File: src/design/assert_macros.svh
// ----------------------------------------------------------------------------
// Assertion macros
// Shorthand for clocked assertions that sample on clk and stay quiet in reset.
// ----------------------------------------------------------------------------
`ifndef ASSERT_MACROS_SVH
`define ASSERT_MACROS_SVH

// Property that must hold at every clock edge outside reset.
`define VNF_ASSERT(lbl, prop, msg) \
	lbl: assert property (@(posedge clk) disable iff (!arst_n) (prop)) else $error(msg);

// Property whose consequence must hold in the cycle after its trigger.
`define VNF_ASSERT_NEXT(lbl, pre, post, msg) \
	lbl: assert property (@(posedge clk) disable iff (!arst_n) (pre) |=> (post)) else $error(msg);

`endif

File: src/design/vnfc_pkg.sv
// ----------------------------------------------------------------------------
// vnfc_pkg
// Shared types and codes of the voxel face culler and its table cells.
// ----------------------------------------------------------------------------
package vnfc_pkg;

	localparam int NUM_FACES = 6;
	localparam logic [NUM_FACES-1:0] ALL_FACES = '1;

	// Request kinds carried in the input tuser.
	typedef enum logic [1:0] {
		REQ_ADD    = 2'd0,
		REQ_REMOVE = 2'd1,
		REQ_QUERY  = 2'd2,
		REQ_CULL   = 2'd3
	} req_t;

	// Result status carried in the output tuser.
	typedef enum logic [1:0] {
		ST_OK        = 2'd0,
		ST_FULL      = 2'd1,
		ST_NOT_FOUND = 2'd2,
		ST_EMPTY     = 2'd3
	} status_t;

	// Operation broadcast to every cell of the chain.
	typedef enum logic [2:0] {
		C_IDLE   = 3'd0,
		C_PROBE  = 3'd1,
		C_WRITE  = 3'd2,
		C_SHIFT  = 3'd3,
		C_CLEAR  = 3'd4,
		C_ROTATE = 3'd5,
		C_APPLY  = 3'd6
	} cell_op_t;

	typedef struct packed {
		cell_op_t op;
		logic     acc;   // fold broadcast neighbor hits into the handed mask
	} cell_ctrl_t;

endpackage

File: src/design/vnfc_cell.sv
// ----------------------------------------------------------------------------
// vnfc_cell
// One table entry: position, visible faces and a neighbor accumulator.
// ----------------------------------------------------------------------------
module vnfc_cell #(
	parameter int COORD_BITS = 16
) (
	input  logic                          clk,
	input  vnfc_pkg::cell_ctrl_t          ctrl,
	input  logic                          sel,
	input  logic [3*COORD_BITS-1:0]       bcast_pos,
	input  logic [3*COORD_BITS-1:0]       nxt_pos,
	input  logic [vnfc_pkg::NUM_FACES-1:0] nxt_vis,
	input  logic [vnfc_pkg::NUM_FACES-1:0] nxt_nm,
	output logic [3*COORD_BITS-1:0]       pos,
	output logic [vnfc_pkg::NUM_FACES-1:0] vis,
	output logic [vnfc_pkg::NUM_FACES-1:0] nm,
	output logic                          eq,
	output logic [vnfc_pkg::NUM_FACES-1:0] qf
);
	import vnfc_pkg::*;

	localparam int CW = COORD_BITS;
	localparam logic signed [CW:0] D_ONE  = (CW+1)'(1);
	localparam logic signed [CW:0] D_MONE = -D_ONE;

	logic [3*CW-1:0]      pos_q;
	logic [NUM_FACES-1:0] vis_q;
	logic [NUM_FACES-1:0] nm_q;
	logic                 eq_q;
	logic [NUM_FACES-1:0] qf_q;
	logic [NUM_FACES-1:0] hit;

	// Faces of b touched by a: a minus b is plus or minus one on a single axis, zero on the rest.
	function automatic logic [NUM_FACES-1:0] face_flags(input logic [3*CW-1:0] a,
			input logic [3*CW-1:0] b);
		logic signed [CW:0]   d [3];
		logic [2:0]           z;
		logic [NUM_FACES-1:0] f;
		for (int k = 0; k < 3; k++) begin
			d[k] = $signed({a[k*CW+CW-1], a[k*CW +: CW]})
				- $signed({b[k*CW+CW-1], b[k*CW +: CW]});
			z[k] = (d[k] == '0);
		end
		f = '0;
		for (int k = 0; k < 3; k++) begin
			if (z[(k+1)%3] && z[(k+2)%3]) begin
				if (d[k] == D_ONE)
					f[2*k] = 1'b1;
				else if (d[k] == D_MONE)
					f[2*k+1] = 1'b1;
			end
		end
		return f;
	endfunction

	// A query looks at this entry relative to the probe; the cull walk looks at
	// the circulating entry relative to this one.
	always_comb begin
		if (ctrl.op == C_PROBE)
			hit = face_flags(pos_q, bcast_pos);
		else
			hit = face_flags(bcast_pos, pos_q);
	end

	always_ff @(posedge clk) begin
		case (ctrl.op)
			C_PROBE: begin
				eq_q <= (pos_q == bcast_pos);
				qf_q <= hit;
			end
			C_WRITE: begin
				if (sel) begin
					pos_q <= bcast_pos;
					vis_q <= ALL_FACES;
				end
			end
			C_SHIFT: begin
				if (sel) begin
					pos_q <= nxt_pos;
					vis_q <= nxt_vis;
					nm_q  <= nxt_nm;
				end
			end
			C_CLEAR: begin
				nm_q <= '0;
			end
			C_ROTATE: begin
				pos_q <= nxt_pos;
				vis_q <= nxt_vis;
				nm_q  <= nxt_nm;
			end
			C_APPLY: begin
				vis_q <= vis_q & ~nm_q;
			end
			default: begin
			end
		endcase
	end

	assign pos = pos_q;
	assign vis = vis_q;
	assign nm  = nm_q | (ctrl.acc ? hit : '0);
	assign eq  = eq_q;
	assign qf  = qf_q;

endmodule

File: config.mk
export PLATFORM = sky130hd
export DESIGN_NAME = vnfc_cell
export DESIGN_NICKNAME = d
export VERILOG_FILES = /design/src/design/assert_macros.svh /design/src/design/vnfc_pkg.sv /design/src/design/vnfc_cell.sv
export SDC_FILE = /design/constraint.sdc
export NUM_CORES = 1
export LEC_CHECK = 0
export BUFFER_PORTS_ARGS = -buffer_cell sky130_fd_sc_hd__buf_2
export CORE_UTILIZATION = 52
export DETAILED_ROUTE_END_ITERATION = 16
export PLACE_DENSITY_LB_ADDON = 0.15
export SYNTH_ARGS = -nofsm -noshare
export SYNTH_HDL_FRONTEND = slang
export SYNTH_SLANG_ARGS = --single-unit
File: constraint.sdc
create_clock -name clk -period 4.45 [get_ports clk]
set_clock_uncertainty 0.15 [all_clocks]
set_input_delay 0.89 -clock clk [delete_from_list [all_inputs] [get_ports clk]]
set_output_delay 0.89 -clock clk [all_outputs]
set_load 0.03 [all_outputs]
==> results.json <==
{
  "cts-root-buf": "clkbuf_16",
  "grt_util_all_layers_pct": 32.61,
  "fmax_mhz": 197.3,
  "syn_inst": 1026,
  "drc": 0,
  "synth_nets": 1245,
  "synth_edf_count": 67,
  "post-route-min-period_ns": 5.069,
  "timing.final.ws_setup_ns": -0.6193,
  "failed_checks": "setup timing",
  "avgRoutedWirePerCell_um": 16.71,
  "leakagePower_uw": 0.006200,
  "slew_viol_final": 0,
  "postCtsHoldBufs": 0,
  "nNetsFinal": 1696,
  "dp_slack_ns": -0.8634,
  "cts_inserted_buffers": 9,
  "yosys_most_used_dff": "edfxtp_1",
  "hold_violations": 0,
  "utilization_pct": 80.29,
  "io_pins": 181,
  "layout-drive-gt1-share_pct": 44.20,
  "setup_viol": 6,
  "use_met3_pct": 4.316,
  "num_vias": 9367,
  "cp_max_fo": 3,
  "endpoint": "nm[5]",
  "use_met1_pct": 39.61,
  "synth_warnings": 0,
  "path_class": "input port to output pin",
  "maxCapViolCount": 0,
  "grt_pass1_wl_um": 43750,
  "grt-ovfl-total": 0,
  "muxShareOfSynthArea_pct": 6.479,
  "die-area_um2": 17160,
  "vias_per_cell": 5.516,
  "ys_types": 80,
  "r2r_start": "pos[0]",
  "rrSetupSlack_ns": 0.61,
  "synth_xor_area_share_pct": 7.390,
  "grt_max_degree": 28,
  "clk_pin_slew_ns": 0.07,
  "synth-compound-area-share_pct": 20.25,
  "dieWidth_um": 131.0,
  "tritoncts": "yes",
  "clock_sinks": 67,
  "async_flop_share_pct": 0,
  "first_global_vias": 9104,
  "postRouteAntennaNets": 0,
  "diodes": 0,
  "place_area_um2": 11940,
  "synth_top_family_by_area": "compound AO/OA/AOI/OAI gates",
  "fin_area_um2": 12890,
  "synthTopCellsByCount": "inv_1 (113), ha_1 (99), a21oi_1 (81)",
  "worstSetupEndpointType": "output pin",
  "drt_wl_total_um": 28380,
  "synth_area_um2": 8652,
  "rsz0062_at_grt": "yes",
  "cp.required_ns": 3.41,
  "met2_usage_pct": 58.70,
  "drt-initial-drc-count": 543,
  "clk-insertion-delay-late_ns": 0.37,
  "port_buffers": 180,
  "min_period_over_period_pct": 113.9,
  "h-tree-depth": 3,
  "rr_worst_depth": 14,
  "powerDensity_nw_per_um2": 282.4,
  "crit_arrival_ns": 4.03,
  "synth_top_cell_by_area": "edfxtp_1",
  "status": "complete, but fails checks",
  "ys_seq_area_share_pct": 23.25,
  "rows": 46,
  "synth_area_leaders": "edfxtp_1 (23%), ha_1 (14%), mux2_2 (6.2%)",
  "hold_ws_ns": 0.6317,
  "synth-simple-area-share_pct": 19.49,
  "startpoint": "bcast_pos[0]",
  "coreArea_um2": 16060,
  "worst_pin_slew_ns": 0.6233,
  "relSlewSlack_pct": 58.30,
  "rr_endpoint": "qf[4]",
  "clk_path_buf_depth": 2,
  "synth_adder_area_share_pct": 15.70,
  "avgSynthCellArea_um2": 8.433,
  "synth-seq-cells": 67,
  "routabilityCongestion": 0.9569,
  "start_kind": "input port",
  "synth_most_common_cell": "inv_1",
  "hold_path_class": "flip-flop to flip-flop",
  "start_util_pct": 53.88,
  "grt-busiest-layer": "met2",
  "synth_top_area_share_pct": 23.25,
  "dp_hpwl_um": 22450,
  "die_h_um": 131.0,
  "firstDrtPassIters": 8,
  "antenna_found_initial": 0,
  "ir_worst_vdd_mv": 0.2107,
  "syn2layout_area_growth_pct": 49.01
}
sequential cells by signal, summed over array words and instances, names as in the netlist:
register and flops:
eq 1, nm_q 6, pos 48, qf 6, vis 6
layer usage:
metal | up-vias | routed length, µm | share of wire (%)
met1 | 4363 | 12380 | 44
met2 | 332 | 14060 | 50
met3 | 62 | 1233 | 4.3
li1 | 4610 | - | -
met5 | - | 0 | 0
met4 | 0 | 702 | 2.5
stage by stage:
stage	TNS, ns	instances	power [µW]
finish	-3.372	1698	3641
CTS	-3.631	1687	3527
floorplan	-0.7439	1026	1879
global route	-4.162	1698	3829
detailed placement	-5.083	1662	2658
global placement	-4.943	1662	2637
power breakdown:
group          internal, µW  leakage (µW)  switching, µW  total [µW]
Sequential              758      0.000635           39.0         797
Combinational           976       0.00541           1070        2050
Clock                   445      0.000153            350         795
Total                  2180       0.00620           1460        3640
area by class of cell:
class	instances	area (µm²)
multi-input combinational	801	6581
fill	1106	3166
tap	216	270.3
timing repair buffer	485	3286
sequential	67	2012
inverter	113	436.7
clock buffer	9	225.2
clock inverter	7	81.33
worst min-delay path by stage:
stage / from / to / cells past startpoint
after floorplan: nm_q[0] / vis[0] / 3
after global placement: nm_q[4] / vis[4] / 3
after detailed placement: vis[1] / vis[1] / 3
after CTS: nm_q[0] / vis[0] / 3
after global routing: nm_q[0] / vis[0] / 3
final: nm_q[0] / vis[0] / 3
worst max-delay path, cell delays in order:
cell and delay (ns):
buf_12 0.12, inv_12 0.04, ha_4 0.12, inv_2 0.03, fa_2 0.33, a21o_1 0.21
a221oi_4 0.29, buf_6 0.15, o21ai_4 0.06, xnor2_2 0.20, nor4b_4 0.21, nand4_1 0.13
or4_4 0.57, o32a_1 0.40, o21bai_4 0.14, buf_6 0.14
kinds of logic after synthesis:
kind of cell,Yosys count
compound gates,261
xor+xnor,73
fa+ha+maj,105
buf+inv,158
flops,67
mux,50
simple gates,312
timing repair:
action	4_1_cts	5_1_grt
pin swaps	43	24
buffers inserted	9	11
setup endpoints to repair	6	6
resized for setup	61	45
layout by cell type, fill, tap and decap left out, types with 5 or more instances in the layout:
cell type	n
nor4_2	6
a21oi_1	71
nor3_1	23
clkbuf_16	9
nand3_1	20
o211ai_1	6
mux2_2	48
nand2b_1	13
o21a_1	9
o22ai_1	10
ha_4	10
a21o_1	21
nand4_1	21
buf_2	172
nor2b_1	24
nand3b_1	5
ha_1	87
nor2_1	58
a221oi_1	6
and3_1	14
inv_1	110
xnor2_1	32
xor2_1	37
buf_4	301
edfxtp_1	67
and4_1	5
and2_1	8
or3_1	6
o21ai_0	27
o21ai_1	8
a31oi_1	8
a211oi_1	12
buf_6	8
a21oi_2	10
nand2_1	60
No activity file was read; power rests on OpenSTA's default activity.
